File: config.mk
export PLATFORM = sky130hd
export DESIGN_NAME = memory_fit_allocator
export DESIGN_NICKNAME = d
export VERILOG_FILES = /design/src/hdl/mfa_pkg.sv /design/src/hdl/mfa_ram.sv /design/src/hdl/mfa_ctrl.sv /design/src/hdl/memory_fit_allocator.sv
export SDC_FILE = /design/constraint.sdc
export NUM_CORES = 1
export LEC_CHECK = 0
export ABC_AREA = 1
export BUFFER_PORTS_ARGS = -buffer_cell sky130_fd_sc_hd__buf_2
export CAP_MARGIN = 5
export CORE_MARGIN = 2
export CORE_UTILIZATION = 25
export CTS_CLUSTER_SIZE = 25
export DETAILED_ROUTE_END_ITERATION = 8
export PLACE_DENSITY_LB_ADDON = 0.1
export SYNTH_ARGS = -nofsm -noshare
export SYNTH_HDL_FRONTEND = slang
export SYNTH_SLANG_ARGS = --single-unit
File: constraint.sdc
create_clock -name clk -period 2.8 [get_ports clk]
set_input_delay 0.14 -clock clk [delete_from_list [all_inputs] [get_ports clk]]
set_output_delay 0.14 -clock clk [all_outputs]
set_load 0.005 [all_outputs]
File: src/hdl/mfa_pkg.sv
package mfa_pkg;

	localparam int SLOT_BITS   = 3;
	localparam int AMOUNT_BITS = 16;
	localparam int COUNT_BITS  = 4;
	localparam int MODE_BITS   = 2;
	localparam int TDATA_BITS  = 24;

	typedef enum logic [MODE_BITS-1:0] {
		FIT_FIRST = 2'd0,
		FIT_BEST  = 2'd1,
		FIT_WORST = 2'd2,
		FIT_NEXT  = 2'd3
	} fit_mode_t;

	localparam logic OP_LOAD    = 1'b0;
	localparam logic OP_REQUEST = 1'b1;

	localparam logic REG_FIT_MODE      = 1'b0;
	localparam logic REG_BLOCKS_IN_USE = 1'b1;

	localparam logic [COUNT_BITS-1:0] BLOCKS_IN_USE_RESET = 4'd8;

	typedef struct packed {
		fit_mode_t             fit_mode;
		logic [COUNT_BITS-1:0] blocks_in_use;
	} cfg_t;

	typedef struct packed {
		logic                   opcode;
		logic [SLOT_BITS-1:0]   block_slot;
		logic [AMOUNT_BITS-1:0] amount;
		logic                   last_request;
	} item_t;

	typedef struct packed {
		logic                   granted;
		logic [SLOT_BITS-1:0]   chosen_block;
		logic [AMOUNT_BITS-1:0] left_over;
	} result_t;

endpackage

File: src/hdl/mfa_ram.sv
module mfa_ram #(
	parameter int WIDTH = 16,
	parameter int DEPTH = 8
) (
	input  logic                     clk,
	input  logic                     we,
	input  logic [$clog2(DEPTH)-1:0] waddr,
	input  logic [WIDTH-1:0]         wdata,
	input  logic                     re,
	input  logic [$clog2(DEPTH)-1:0] raddr,
	output logic [WIDTH-1:0]         rdata
);

	logic [WIDTH-1:0] mem_q [DEPTH];

	always_ff @(posedge clk) begin
		if (we) begin
			mem_q[waddr] <= wdata;
		end
		if (re) begin
			rdata <= mem_q[raddr];
		end
	end

endmodule

File: src/hdl/mfa_ctrl.sv
module mfa_ctrl #(
	parameter int NUM_BLOCKS = 8,
	parameter int SIZE_BITS  = 16
) (
	input  logic             clk,
	input  logic             arst_n,
	input  mfa_pkg::cfg_t    cfg,
	input  logic             item_valid,
	input  mfa_pkg::item_t   item,
	output logic             item_ready,
	output logic             res_valid,
	output mfa_pkg::result_t res,
	input  logic             res_ready
);

	localparam int IW = $clog2(NUM_BLOCKS);
	localparam int CW = $clog2(NUM_BLOCKS + 1);

	typedef enum logic [1:0] {
		ST_IDLE,
		ST_SCAN,
		ST_WRITE
	} state_t;

	state_t               state_q;
	logic [SIZE_BITS-1:0] need_q;
	logic                 last_q;
	logic [CW-1:0]        n_q;
	logic [IW-1:0]        pos_q;
	logic [CW-1:0]        cnt_q;
	logic                 found_q;
	logic [IW-1:0]        sel_q;
	logic [SIZE_BITS-1:0] sel_size_q;
	logic                 eval_s1;
	logic [IW-1:0]        idx_s1;
	logic [IW-1:0]        start_q;

	logic                 accept;
	logic [CW-1:0]        n_cfg;
	logic [IW-1:0]        start_pos;
	logic [IW-1:0]        pos_next;
	logic                 issue;
	logic                 take;
	logic [SIZE_BITS-1:0] diff;
	logic                 ram_we;
	logic [IW-1:0]        ram_waddr;
	logic [SIZE_BITS-1:0] ram_wdata;
	logic [SIZE_BITS-1:0] ram_rdata;

	assign item_ready = (state_q == ST_IDLE);
	assign accept     = item_valid && item_ready;

	always_comb begin
		if (32'(cfg.blocks_in_use) > NUM_BLOCKS) begin
			n_cfg = CW'(NUM_BLOCKS);
		end else begin
			n_cfg = CW'(cfg.blocks_in_use);
		end
	end

	assign start_pos = (cfg.fit_mode == mfa_pkg::FIT_NEXT && CW'(start_q) < n_cfg) ?
		start_q : '0;
	assign pos_next  = (CW'(pos_q) + CW'(1) == n_q) ? '0 : pos_q + IW'(1);
	assign issue     = (state_q == ST_SCAN) && (cnt_q < n_q);

	assign take = eval_s1 && (ram_rdata >= need_q) &&
		(!found_q ||
		 (cfg.fit_mode == mfa_pkg::FIT_BEST  && ram_rdata <= sel_size_q) ||
		 (cfg.fit_mode == mfa_pkg::FIT_WORST && ram_rdata >  sel_size_q));

	assign diff = sel_size_q - need_q;

	always_comb begin
		if (state_q == ST_WRITE) begin
			ram_we    = found_q;
			ram_waddr = sel_q;
			ram_wdata = diff;
		end else begin
			ram_we    = accept && item.opcode == mfa_pkg::OP_LOAD &&
				32'(item.block_slot) < NUM_BLOCKS;
			ram_waddr = IW'(item.block_slot);
			ram_wdata = SIZE_BITS'(item.amount);
		end
	end

	mfa_ram #(
		.WIDTH(SIZE_BITS),
		.DEPTH(NUM_BLOCKS)
	) u_ram (
		.clk  (clk),
		.we   (ram_we),
		.waddr(ram_waddr),
		.wdata(ram_wdata),
		.re   (issue),
		.raddr(pos_q),
		.rdata(ram_rdata)
	);

	assign res_valid = (state_q == ST_WRITE);
	always_comb begin
		res.granted      = found_q;
		res.chosen_block = found_q ? mfa_pkg::SLOT_BITS'(sel_q) : '0;
		res.left_over    = found_q ? mfa_pkg::AMOUNT_BITS'(diff) : '0;
	end

	always_ff @(posedge clk or negedge arst_n) begin
		if (!arst_n) begin
			state_q    <= ST_IDLE;
			need_q     <= '0;
			last_q     <= 1'b0;
			n_q        <= '0;
			pos_q      <= '0;
			cnt_q      <= '0;
			found_q    <= 1'b0;
			sel_q      <= '0;
			sel_size_q <= '0;
			eval_s1    <= 1'b0;
			idx_s1     <= '0;
			start_q    <= '0;
		end else begin
			case (state_q)
				ST_IDLE: begin
					if (accept && item.opcode == mfa_pkg::OP_REQUEST) begin
						need_q  <= SIZE_BITS'(item.amount);
						last_q  <= item.last_request;
						n_q     <= n_cfg;
						pos_q   <= start_pos;
						cnt_q   <= '0;
						found_q <= 1'b0;
						eval_s1 <= 1'b0;
						state_q <= (n_cfg == '0) ? ST_WRITE : ST_SCAN;
					end
				end
				ST_SCAN: begin
					eval_s1 <= issue;
					idx_s1  <= pos_q;
					if (issue) begin
						pos_q <= pos_next;
						cnt_q <= cnt_q + CW'(1);
					end
					if (take) begin
						found_q    <= 1'b1;
						sel_q      <= idx_s1;
						sel_size_q <= ram_rdata;
					end
					if (cnt_q == n_q) begin
						state_q <= ST_WRITE;
					end
				end
				ST_WRITE: begin
					eval_s1 <= 1'b0;
					if (res_ready) begin
						state_q <= ST_IDLE;
						if (last_q) begin
							start_q <= '0;
						end else if (cfg.fit_mode == mfa_pkg::FIT_NEXT && found_q) begin
							start_q <= sel_q;
						end
					end
				end
				default: begin
					state_q <= ST_IDLE;
				end
			endcase
		end
	end

endmodule

File: src/hdl/memory_fit_allocator.sv
// A load transaction writes its block when accepted and yields no result.
// A request scans the first n blocks, where n is the in-use count capped at NUM_BLOCKS (no
// scan when n is zero): one block is read per cycle, the last read is then judged, and the
// write state writes the chosen block back and registers the result in the output register.
// No new transaction is taken before that, and a result that waits on m_tready delays it.
// Reset sets first fit, an in-use count of 8, a zero next-fit pointer and an empty output.
module memory_fit_allocator #(
	parameter int NUM_BLOCKS = 8,
	parameter int SIZE_BITS  = 16
) (
	input  logic                                    clk,
	input  logic                                    arst_n,
	input  logic                                    s_tvalid,
	output logic                                    s_tready,
	input  logic [mfa_pkg::TDATA_BITS-1:0]          s_tdata,  // block_slot, amount
	input  logic [0:0]                              s_tuser,  // opcode
	input  logic                                    s_tlast,
	output logic                                    m_tvalid,
	input  logic                                    m_tready,
	output logic [mfa_pkg::TDATA_BITS-1:0]          m_tdata,  // chosen_block, left_over
	output logic [0:0]                              m_tuser,  // granted
	input  logic                                    cfg_we,
	input  logic                                    cfg_index,
	input  logic [mfa_pkg::COUNT_BITS-1:0]          cfg_data
);

	mfa_pkg::fit_mode_t                fit_mode_q;
	logic [mfa_pkg::COUNT_BITS-1:0]    blocks_in_use_q;
	logic                              out_valid_q;
	mfa_pkg::result_t                  out_q;

	mfa_pkg::cfg_t    cfg;
	mfa_pkg::item_t   item;
	mfa_pkg::result_t res;
	logic             res_valid;
	logic             res_ready;

	always_ff @(posedge clk or negedge arst_n) begin
		if (!arst_n) begin
			fit_mode_q      <= mfa_pkg::FIT_FIRST;
			blocks_in_use_q <= mfa_pkg::BLOCKS_IN_USE_RESET;
		end else if (cfg_we) begin
			case (cfg_index)
				mfa_pkg::REG_FIT_MODE: begin
					fit_mode_q <= mfa_pkg::fit_mode_t'(cfg_data[mfa_pkg::MODE_BITS-1:0]);
				end
				mfa_pkg::REG_BLOCKS_IN_USE: begin
					blocks_in_use_q <= cfg_data;
				end
				default: begin
					fit_mode_q <= fit_mode_q;
				end
			endcase
		end
	end

	always_comb begin
		cfg.fit_mode      = fit_mode_q;
		cfg.blocks_in_use = blocks_in_use_q;
		item.opcode       = s_tuser[0];
		item.block_slot   = s_tdata[mfa_pkg::SLOT_BITS-1:0];
		item.amount       = s_tdata[mfa_pkg::SLOT_BITS +: mfa_pkg::AMOUNT_BITS];
		item.last_request = s_tlast;
	end

	mfa_ctrl #(
		.NUM_BLOCKS(NUM_BLOCKS),
		.SIZE_BITS (SIZE_BITS)
	) u_ctrl (
		.clk       (clk),
		.arst_n    (arst_n),
		.cfg       (cfg),
		.item_valid(s_tvalid),
		.item      (item),
		.item_ready(s_tready),
		.res_valid (res_valid),
		.res       (res),
		.res_ready (res_ready)
	);

	assign res_ready = !out_valid_q || m_tready;

	always_ff @(posedge clk or negedge arst_n) begin
		if (!arst_n) begin
			out_valid_q <= 1'b0;
			out_q       <= '0;
		end else if (res_ready) begin
			out_valid_q <= res_valid;
			if (res_valid) begin
				out_q <= res;
			end
		end
	end

	assign m_tvalid = out_valid_q;
	assign m_tuser  = out_q.granted;
	assign m_tdata  = mfa_pkg::TDATA_BITS'({out_q.left_over, out_q.chosen_block});

endmodule

==> out/metrics.cfg, run 1 <==
[flow_run]
maxCapViolCount=0

[synth]
synth_area_leader_cell=edfxtp_1
synth_mux_area_frac=0.00104
yosysTopAreaCellShare=0.400
syn_area_um2=10800
async_reset_ff_frac=0.368
synth_compound_area_frac=0.130
synth_top_family_by_area=simple AND/OR/NAND/NOR gates
ys_seq_elements=228
yosysUniqueCellTypes=43
netlist_instances=1061
synth_xor_area_frac=0.0130
syn_avg_cell_area_um2=10.2
synth-edff-count=144
netlist_top_cells_count=nand2_1 (167), o21ai_0 (148), edfxtp_1 (144)
synth_area_leaders=edfxtp_1 (40%), dfrtp_1 (19%), o21ai_0 (6.9%)
synth_most_common_cell=nand2_1
yosys.area_share.adder=0.0690
synth-simple-area-share=0.137
ys_seq_area_frac=0.595
yosys_warnings=0
synth-main-ff-cell=edfxtp_1

[grt]
grt_first_pass_wirelength_um=47500
antenna_found_initial=0
grt_max_degree=85
grt-ovfl-total=0
grt_pass1_vias=7597
grt_usage=0.141

[detailed_routing]
drc=0
drt_pass1_iterations=5
wl_um=30800
vias_per_cell=4.28
wl_per_cell_um=17.4
drt_iter0_markers=483
num_vias=7598
final_antenna_net_count=0

[layout]
nNetsFinal=1264
fillCellCount=4462
final_core_utilization=0.306
area_growth_pct=21.7
diodes=0
multi_input_area_um2=3840
design_area_um2=13100
drive_above_1_share=0.148
layout.area.seq_um2=6430
instances_no_fill=1775

[place]
dp_hpwl_um=20500
gp_congestion=0.773
io_buffers=52
place_area_um2=12000
placed_cells=1696

[clocking]
cts_htree_levels=1
cts_tree=built
cts_buffers=28
postCtsSetupBuffers=0
path_clk_slew_ps=60
ctsRootBufferMaster=clkbuf_16
clockBufferDepth=3
clock_latency_ps=560
clock_sinks=228

[sta]
slew_violations=0
fin_crit_sh=0.929
hold_viol=0
fmax_mhz=384
period_needed_ps=2600
whs_ps=34.1
tightest_slew_ps=1100
skew_ps=28.4
setup_viol=0
maxSlewHeadroom=0.259
rsz0062_at_grt=false

[setup_path]
crit_slowest_cell=o21ai_0
reg2reg_from=u_ctrl.need_q[4]
critical_path.max_fanout=8
cp-start-kind=flop
crit_chain=inv_1, ha_1, a21oi_1, a21boi_0, xor2_1, o21ai_0
critPathBufInv=1
critPathKind=reg2reg
reg2reg_to=u_ctrl.u_ram.mem_q[4][5]
crit_arrival_ps=2780
reg2reg_slack_ps=200
critPathMaxStageDelay_ps=870
reg2reg_depth=6
endpoint_kind=flop
worstPathRequired_ps=2980
critPathTopFamily=compound AO/OA/AOI/OAI gates

[power]
p_per_area_nw_per_um2=1120
p_leak_nw=5.40
totalPowerFinal_mw=14.7
ir_worst_vdd_v=0.000422

[run_status]
status=finished, final reports clean

[min_path]
hp-class=in2reg
hold-path-cell-count=4
min_from=cfg_index
hold_end=blocks_in_use_q[0]

[floorplan]
fp.coreArea_um2=42900
num_rows=76
die_w_um=212
num_io_pins=63
initial_core_util=0.252
dieArea_um2=44900
dieHeight_um=212

worst min-delay path, cell delays in order:
cell and delay [ps]:
buf_2 90, nand2_1 140, nand2_1 90, o21ai_0 70
logic make-up (layout without fill, tap and decap cells):
logic type / after synthesis / after routing
AOI/OAI and AO/OA: 251 / 251
xor gates and xnor gates: 16 / 16
adders and majority gates: 59 / 59
buffers and inverters: 144 / 269
DFF: 228 / 228
muxes: 1 / 1
other: 1 / 5
and+or+nand+nor: 361 / 361
registers in the layout, indices dropped and copies added (netlist names):
| name | flops |
|---|---|
| u_ctrl.need_q | 16 |
| u_ctrl.u_ram.mem_q | 128 |
| u_ctrl.start_q | 3 |
| u_ctrl.last_q | 1 |
| u_ctrl.found_q | 1 |
| m_tvalid | 1 |
| u_ctrl.sel_size_q | 16 |
| u_ctrl.n_q | 4 |
| blocks_in_use_q | 4 |
| u_ctrl.u_ram.rdata | 16 |
| m_tdata | 19 |
| u_ctrl.sel_q | 3 |
| u_ctrl.eval_s1 | 1 |
| u_ctrl.idx_s1 | 3 |
| u_ctrl.cnt_q | 4 |
| u_ctrl.pos_q | 3 |
| fit_mode_q | 2 |
| u_ctrl.state_q | 2 |
| m_tuser | 1 |
what timing repair did:
action                                 in CTS  in global routing
resized for setup                           3                  4
endpoints found under the hold margin     107                  0
hold buffers                               28                  0
setup endpoints to repair                  24                 24
layout by cell type, fill, tap and decap left out, drive strengths merged, types with 6 or more instances in the layout:
master,netlist,layout
a21o,6,6
a21oi,35,35
a31oi,16,16
buf,15,91
clkbuf,30,36
clkinv,3,15
dfrtp,83,83
dlygate4sd3,0,28
edfxtp,144,144
ha,58,58
inv,96,96
nand2,179,179
nand3,21,21
nor2,146,146
nor3,7,7
o21ai,162,162
o22ai,19,19
xnor2,7,7
xor2,9,9
layout make-up:
cell class                 count  area share
tap                          585      0.0557
inverter                      99      0.0283
clock inverter                15     0.00714
multi-input combinational    693       0.292
clock buffer                  36      0.0580
sequential                   228       0.489
timing repair buffer         119      0.0693
per-stage QoR:
step / setup WS, ps / TNS, ps
finish: 199 / 0
global route: 3.57 / 0
CTS: 116 / 0
detailed placement: -146 / -1750
global placement: -131 / -1640
floorplan: 446 / 0
report_power, final:
part	internal, mW	total, mW	switching [mW]
Combinational	2.16	6.14	3.97
Clock	1.99	3.42	1.43
Sequential	4.66	5.12	0.459
Total	8.81	14.7	5.86
worst max-delay path by stage:
stage / start / endpoint / slack (ps) / cells past startpoint
after floorplan: u_ctrl.state_q[0] / u_ctrl.u_ram.mem_q[4][0] / 450 / 7
after global placement: u_ctrl.sel_size_q[0] / u_ctrl.u_ram.mem_q[4][10] / -130 / 11
after detailed placement: u_ctrl.sel_size_q[0] / u_ctrl.u_ram.mem_q[5][10] / -150 / 11
after CTS: u_ctrl.sel_size_q[0] / u_ctrl.u_ram.mem_q[3][10] / 120 / 11
after global routing: u_ctrl.sel_size_q[0] / u_ctrl.u_ram.mem_q[1][4] / 4 / 8
final: u_ctrl.need_q[4] / u_ctrl.u_ram.mem_q[4][5] / 200 / 6
metal layers:
layer | part of all wire | GRT usage | vias to the layer above
met3 | 0.027 | 0.0203 | 40
met2 | 0.45 | 0.220 | 99
met5 | 0 | 0 | -
met4 | 0.016 | 0.0316 | 0
met1 | 0.51 | 0.207 | 3619
li1 | - | - | 3840
No activity file was read; power rests on OpenSTA's default activity.
==> run 2, diff against run 1 <==
ABC_AREA = unset   (was 1)
==> run 2 against run 1 <==
Compared with the run above:
- critical path depth rose by 2
- non-clock buffer count is 4 higher
- critical endpoint is now u_ctrl.u_ram.mem_q[1][9]
- synthesized area increased by 0.13%
- largest cell class unchanged
- largest power group unchanged
==> out/metrics.cfg, run 2 <==
[run_status]
status=finished, final reports clean

[layout]
drive_above_1_share=0.310
final_common_cell=edfxtp_1
final_core_utilization=0.310
area_growth_pct=22.8
largest_register=u_ctrl.u_ram.mem_q
diodes=0
final_cell_mix=edfxtp_1 (144), dfrtp_1 (82), mux2_2 (60)
nNetsFinal=981
largest_register_ff_count=128

[grt]
grt_max_degree=75
grt_pass1_vias=6819
grt-ovfl-total=0
grt_usage=0.131
antenna_found_initial=1
grt_first_pass_wirelength_um=43400

[sta]
setup_ws_ps=91.3
maxSlewHeadroom=0.325
fmax_mhz=369
fin_crit_sh=0.967
setup_viol=0
hold_viol=0
rsz0062_at_grt=false
whs_ps=33.3
setup_tns_ps=0
tightest_slew_ps=1010
skew_ps=26.2
slew_violations=0
period_needed_ps=2710

[synth]
async_reset_ff_frac=0.368
synth_xor_area_frac=0.0154
synth-simple-area-share=0.0594
syn_avg_cell_area_um2=14.2
yosys.area_share.adder=0.0690
synth_area_leaders=edfxtp_1 (40%), dfrtp_1 (19%), mux2_2 (6.8%)
yosysUniqueCellTypes=62
netlist_instances=759
synth_area_leader_cell=edfxtp_1
synth-main-ff-cell=edfxtp_1
synth_compound_area_frac=0.0771
synth-edff-count=144
synth_mux_area_frac=0.151
synth_top_family_by_area=multiplexers
ys_seq_area_frac=0.594
syn_area_um2=10800
yosysTopAreaCellShare=0.400
synth_most_common_cell=edfxtp_1
netlist_top_cells_count=edfxtp_1 (144), dfrtp_1 (83), mux2_2 (65)
ys_seq_elements=228
yosys_warnings=0

[min_path]
hold-path-cell-count=3
hp-class=in2reg

[floorplan]
die_w_um=212
num_rows=76
fp.coreArea_um2=42900
dieHeight_um=212
dieArea_um2=44900
num_io_pins=63
initial_core_util=0.252

[clocking]
cts_htree_levels=1
cts_buffers=27
clock_latency_ps=560
postCtsSetupBuffers=0
clock_sinks=228
path_clk_slew_ps=60
ctsRootBufferMaster=clkbuf_16
cts_tree=built
clockBufferDepth=3

[detailed_routing]
drt_iter0_markers=433
final_antenna_net_count=0
drc=0
drt_pass1_iterations=5
num_vias=6444
vias_per_cell=4.32
wl_per_cell_um=19.1
wl_um=28500

[setup_path]
reg2reg_depth=8
critPathKind=reg2reg
crit_chain=ha_1, and4_1, o21a_1, or3_1, a311o_1, a21oi_2, xnor2_1, mux2_4
critical_path.max_fanout=8
crit_slowest_cell=dfrtp_1
critPathTopFamily=compound AO/OA/AOI/OAI gates
worstPathRequired_ps=3100
critPathMaxStageDelay_ps=410
crit_cells=8
critPathBufInv=0
endpoint_kind=flop
crit_arrival_ps=3010
cp-start-kind=flop

[place]
dp_slack_ps=-212
gp_congestion=0.734
io_buffers=52
dp_hpwl_um=19500

[power]
swShare=0.369
ir_worst_vdd_v=0.000464
power_switching_mw=5.57
p_int_mw=9.54
p_comb_frac=0.437
p_per_area_nw_per_um2=1140
p_leak_nw=5.19
seqPwrFrac=0.334
clock_power_share=0.229

[flow_run]
maxCapViolCount=0

## run 2: metal layers
layer / share of wire / track usage / vias up
li1: - / - / 3088
met1: 0.48 / 0.178 / 3246
met2: 0.47 / 0.218 / 86
met3: 0.034 / 0.0211 / 24
met4: 0.014 / 0.0304 / 0
met5: 0 / 0 / -
## run 2: kinds of logic (layout without fill, tap and decap cells)
kind of cell	count (synthesis)	after routing
compound gates	126	126
xor+xnor	19	19
fa+ha+maj	59	59
buf+inv	83	227
flops	228	228
mux	111	111
other cells	1	5
simple gates	132	132
## run 2: area by class of cell
class,instances,area (µm²)
sequential,228,6430
multi-input combinational,452,4170
tap,585,732
inverter,54,203
fill,4300,29600
clock inverter,17,158
clock buffer,33,708
timing repair buffer,123,883
## run 2: what timing repair did
item / CTS / global route
endpoints found under the hold margin: 104 / 0
gates cloned: 0 / 0
gates resized for setup: 5 / 16
endpoints found under the setup margin: 37 / 81
pin swaps: 0 / 3
hold buffers: 25 / 0
## run 2: through the flow
| step | power (mW) | instances | area, µm² |
|---|---|---|---|
| global route | 16.2 | 1492 | 13300 |
| finish | 15.1 | 1492 | 13300 |
| detailed placement | 11.6 | 1417 | 12100 |
| floorplan | 9.03 | 763 | 10800 |
| global placement | 11.6 | 1417 | 12100 |
| CTS | 15.2 | 1492 | 13200 |
## run 2: path summary, 6_finish.rpt
check | from | to | slack [ps]
worst max-delay path | u_ctrl.sel_size_q[4] | u_ctrl.u_ram.mem_q[1][9] | 90
worst min-delay path | cfg_we | blocks_in_use_q[0] | 30
worst max register to register | u_ctrl.sel_size_q[4] | u_ctrl.u_ram.mem_q[1][9] | 90
worst min register to register | m_tdata[4] | m_tdata[4] | 460
max in group asynchronous | arst_n | u_ctrl.need_q[8] | 1740
min in group asynchronous | arst_n | u_ctrl.n_q[0] | 310
## run 2: power groups by stage
stage               Clock (mW)  Combinational [mW]  Sequential (mW)
finish                    3.46                6.60             5.05
global route              3.73                7.36             5.13
global placement             0                6.49             5.12
CTS                       3.61                6.54             5.06
detailed placement           0                6.44             5.12
floorplan                    0                4.07             4.96
## run 2: tightest hold or removal path, cell delays in order
cell and delay, ps:
buf_2 100, nand2_1 130, mux2_2 170
